===== src/rtl/rmp_pkg.sv =====
// ----------------------------------------------------------------------------
// rmp_pkg
// Shared types and codes for the recursive mutex pool: request and result
// payloads, operation and status codes, controller command and status groups.
// ----------------------------------------------------------------------------
package rmp_pkg;

  // Fixed field widths of the request and result payloads
  localparam int IDX_W   = 9;
  localparam int REQ_ID_W = 16;
  localparam int DEPTH_W = 16;

  // Free-map search groups: 2**GRP_BITS pool entries per group
  localparam int GRP_BITS = 4;
  localparam int GRP_SIZE = 1 << GRP_BITS;

  localparam logic [DEPTH_W-1:0] DEPTH_MAX = '1;

  // Operation codes
  localparam logic [1:0] KIND_ALLOC = 2'd0;
  localparam logic [1:0] KIND_CLOSE = 2'd1;
  localparam logic [1:0] KIND_TRY   = 2'd2;
  localparam logic [1:0] KIND_REL   = 2'd3;

  // Result status codes
  localparam logic [1:0] ST_DONE = 2'd0;
  localparam logic [1:0] ST_BUSY = 2'd1;
  localparam logic [1:0] ST_IGN  = 2'd2;
  localparam logic [1:0] ST_SAT  = 2'd3;

  typedef struct packed {
    logic [1:0]          kind;
    logic [IDX_W-1:0]    lock_index;
    logic                recursive_req;
    logic [REQ_ID_W-1:0] requester_id;
  } in_t;

  typedef struct packed {
    logic [1:0]         status;
    logic [IDX_W-1:0]   granted_index;
    logic               used_fallback;
    logic [DEPTH_W-1:0] depth;
  } out_t;

  // Controller to datapath
  typedef struct packed {
    logic accept;  // latch the request
    logic look;    // register the free-group search
    logic addr;    // register the entry address, start the table read
    logic exec;    // update the entry and load the result
    logic clr;     // write one zero entry of the clearing pass
  } ctl_cmd_t;

  // Datapath to controller
  typedef struct packed {
    logic clr_last;  // clearing pass is at its last entry
    logic out_free;  // result register can take a new result
  } dp_sts_t;

endpackage


===== src/rtl/rmp_ctrl.sv =====
// ----------------------------------------------------------------------------
// rmp_ctrl
// Sequencer for the mutex pool: clearing pass after reset, then one request
// at a time through search, table read and entry update.
// ----------------------------------------------------------------------------
module rmp_ctrl (
  input  logic              clk,
  input  logic              rst_n,
  input  logic              in_valid,
  output logic              in_ready,
  output rmp_pkg::ctl_cmd_t cmd,
  input  rmp_pkg::dp_sts_t  sts
);

  import rmp_pkg::*;

  localparam logic [2:0] S_CLEAR = 3'd0;
  localparam logic [2:0] S_IDLE  = 3'd1;
  localparam logic [2:0] S_LOOK  = 3'd2;
  localparam logic [2:0] S_ADDR  = 3'd3;
  localparam logic [2:0] S_EXEC  = 3'd4;

  logic [2:0] state_r;
  logic [2:0] state_nxt;

  // Advance the sequence
  always_comb begin
    state_nxt = state_r;
    unique case (state_r)
      S_CLEAR: begin
        if (sts.clr_last) state_nxt = S_IDLE;
      end
      S_IDLE: begin
        if (in_valid) state_nxt = S_LOOK;
      end
      S_LOOK: begin
        state_nxt = S_ADDR;
      end
      S_ADDR: begin
        state_nxt = S_EXEC;
      end
      S_EXEC: begin
        if (sts.out_free) state_nxt = S_IDLE;
      end
      default: begin
        state_nxt = S_CLEAR;
      end
    endcase
  end

  always_ff @(posedge clk) begin
    if (!rst_n) begin
      state_r <= S_CLEAR;
    end else begin
      state_r <= state_nxt;
    end
  end

  // Drive commands
  assign in_ready   = (state_r == S_IDLE);
  assign cmd.accept = in_valid && in_ready;
  assign cmd.clr    = (state_r == S_CLEAR);
  assign cmd.look   = (state_r == S_LOOK);
  assign cmd.addr   = (state_r == S_ADDR);
  assign cmd.exec   = (state_r == S_EXEC) && sts.out_free;

endmodule


===== config.mk =====
export PLATFORM = sky130hd
export DESIGN_NAME = rmp_ctrl
export DESIGN_NICKNAME = d
export VERILOG_FILES = /design/src/rtl/rmp_pkg.sv /design/src/rtl/rmp_ctrl.sv
export SDC_FILE = /design/constraint.sdc
export NUM_CORES = 1
export LEC_CHECK = 0
export ABC_AREA = 1
export BUFFER_PORTS_ARGS = -buffer_cell sky130_fd_sc_hd__buf_4
export CAP_MARGIN = 10
export CORE_AREA = 2 2 39 41
export CTS_CLUSTER_DIAMETER = 120
export DETAILED_ROUTE_END_ITERATION = 8
export DIE_AREA = 0 0 41 43
export MAX_ROUTING_LAYER = met4
export PLACE_DENSITY = 0.46
export SLEW_MARGIN = 20
export SYNTH_ARGS = -nofsm -noshare
export SYNTH_HDL_FRONTEND = slang
export SYNTH_SLANG_ARGS = --single-unit

===== constraint.sdc =====
create_clock -name clk -period 1.57 [get_ports clk]
set_clock_uncertainty 0.2 [all_clocks]
set_input_delay 0.471 -clock clk [delete_from_list [all_inputs] [get_ports clk]]
set_output_delay 0.471 -clock clk [all_outputs]
set_load 0.02 [all_outputs]

==> impl_metrics.tcl <==
set metrics [dict create \
    worst_slew_pin_slew_ps 185 \
    power_density_mw_per_mm2 848 \
    yosysWarningCount 0 \
    drtIter0Drc 9 \
    largest_register_ffs 3 \
    tns_ps -752 \
    path_cells "inv_4, nor2_4, nand2_2, nor2_1, buf_4" \
    routed_via_density 4.00 \
    fin_hold_ws_ps 285 \
    worstSkewPairLatency_ps 240 \
    fin_ws_ps -171 \
    drive_above_1_share_pct 59.6 \
    initial_core_util_pct 14.8 \
    syn-num-nets 37 \
    die_area_sq_mm 0.00176 \
    track_usage_pct 9.24 \
    path_buf_inv 2 \
    required_ps 900 \
    avgSynthCellArea_sq_um 6.41 \
    async_flop_share_pct 0 \
    min_path_type "input port to flip-flop" \
    ys_top_cells_by_area "dfxtp_1 (29%), inv_1 (16%), nand2_1 (9.1%), nand3_1 (7.3%), a211oi_2 (6.1%)" \
    startpoint "state_r[0]" \
    cts.sinks 3 \
    wire_per_inst_um 8.69 \
    slew_viol_final 0 \
    syn2layout_area_growth_pct 102 \
    critPathTopFamily "flip-flops" \
    vdd.ir_drop.worst_v 0.000455 \
    rr_worst_depth 7 \
    crit_path_max_fanout 4 \
    holdPathEnd "state_r[1]" \
    yosysMostFrequentCell "inv_1" \
    design_area_sq_um 415 \
    numCtsBuffers 3 \
    synthesis.area_sq_um 205 \
    fmax_ghz 0.574 \
    ioPinCount 11 \
    rsz0062_at_grt "true" \
    place_area_sq_um 330 \
    drt_pre_antenna_iters 4 \
    slowest_stage "dfxtp_4" \
    start_kind "flip-flop" \
    routed-wl-met3_um 53 \
    arrival_ps 1070 \
    antenna_found_initial 0 \
    finalPower_mw 0.352 \
    seq_area_frac_synth_pct 29.3 \
    reg2reg_to "state_r[1]" \
    violations "setup timing" \
    reg2reg_from "state_r[0]" \
    cpPeakStageDelay_ps 380 \
    setup-violations-final 6 \
    hpwl_um 397 \
    io_buffers 10 \
    wl_met2_um 301 \
    grt_pass1_wl_mm 1.02 \
    max_flop_register "state_r" \
    die_height_um 43 \
    path_clk_slew_ps 40 \
    ys_ff_latch 3 \
    dieWidth_um 41 \
    core_area_sq_mm 0.00138 \
    grt-ovfl-total 0 \
    drc 0 \
    synth_ff_type "dfxtp_1" \
    fin_nets 58 \
    slew_headroom_pct 87.6 \
    totalWireLength_um 591 \
    nFillCells 161 \
    seqCellArea_sq_um 71.3 \
    cts_root_buffer "clkbuf_4" \
    maxUsedRoutingLayer "met4" \
    synth_top_cell_area_share_pct 29.3 \
    synth_cells 32 \
    synth_top_cell_by_area "dfxtp_1" \
    htree_levels 1 \
    min-delay-start "rst_n" \
    cts_buffer_depth 2 \
    ys_types 14 \
    worst-setup-path-type "flip-flop to output port" \
    synth_common_cells "inv_1 (9), nand2_1 (5), dfxtp_1 (3), nand3_1 (3), nor2_1 (3)" \
    hold_violations 0 \
    grt_start_max_net_pins 8 \
    reg.largest.list "state_r: 3 flops" \
    met1_length_um 221 \
    insertedDiodeCount 0 \
    end_kind "output port" \
    multi_input_area_sq_um 128 \
    rows 14 \
    ant_nets 0 \
    grt_pass1_vias 274 \
    cts_tree "built" \
    finalCritPeriodShare_pct 111 \
    maxCapViolCount 0 \
    vias 272 \
    ff2ff_setup_slack_ps 350 \
    dp_cells 60 \
    run_status "complete, but fails checks" \
    gp_congestion 0.702 \
    fin_crit_ps 1740 \
    synth_edf_count 0 \
    leakage_nw 0.219 \
    final_cells 68 \
    whs_path_depth 3 \
]
[per-stage QoR]
stage | utilization (%) | setup slack (ps)
final | 30.0 | -171
after global routing | 30.0 | -256
after CTS | 30.0 | -173
after detailed placement | 23.9 | -26.8
after global placement | 23.9 | -23.7
after floorplan | - | -17.7
[worst max-delay path by stage]
stage          endpoint  slack [ps]  depth (start not counted)
6_report         cmd[4]        -170                          5
2_1_floorplan    cmd[4]         -20                          4
5_1_grt          cmd[4]        -260                          5
3_5_place_dp     cmd[1]         -30                          3
3_3_place_gp     cmd[4]         -20                          5
4_1_cts          cmd[4]        -170                          5
[kinds of logic (layout without fill, tap and decap cells)]
group           count (synthesis)  in the layout  synth area share [%]
buf+inv                        10             30                  18.3
flops                           3              3                  29.3
compound gates                  2              2                  8.53
simple gates                   17             17                  43.9
[report_power, final]
group | internal, mW | switching [mW] | leakage (nW)
sequential | 0.0821 | 0.0134 | 0.0267
clock | 0.0956 | 0.0454 | 0.0150
combinational | 0.0567 | 0.0589 | 0.177
total | 0.234 | 0.118 | 0.219
[tightest hold or removal path, delay by kind of cell]
family	cells	cell delay, ps
simple gates	1	90
buf+inv	2	120
[metal layers]
metal / track usage (%) / vias up
met2: 13.1 / 12
li1: - / 138
met1: 9.58 / 120
met3: 6.28 / 2
met4: 4.00 / 0
met5: - / -
[final cells by class]
type / instances / area share [%]
Sequential cell: 3 / 17.2
Tap cell: 16 / 4.82
Multi-Input combinational cell: 19 / 30.7
Clock buffer: 4 / 6.33
Inverter: 10 / 10.2
Timing Repair Buffer: 16 / 30.7
[cell usage in the layout, fill, tap and decap left out, types with 2 or more instances in the layout]
cell,netlist,routed
buf_4,0,14
inv_1,9,7
nand2_1,5,5
nor2_1,3,3
clkbuf_4,0,3
dfxtp_4,0,3
inv_4,0,2
nand3_2,1,2
nand3_1,3,2
buf_6,0,2
[what timing repair did]
item	in CTS	in global routing
setup endpoints to repair	6	6
pin swaps	1	2
setup buffers	4	0
hold buffers	0	0
resized for setup	13	0
No activity file was read; power rests on OpenSTA's default activity.
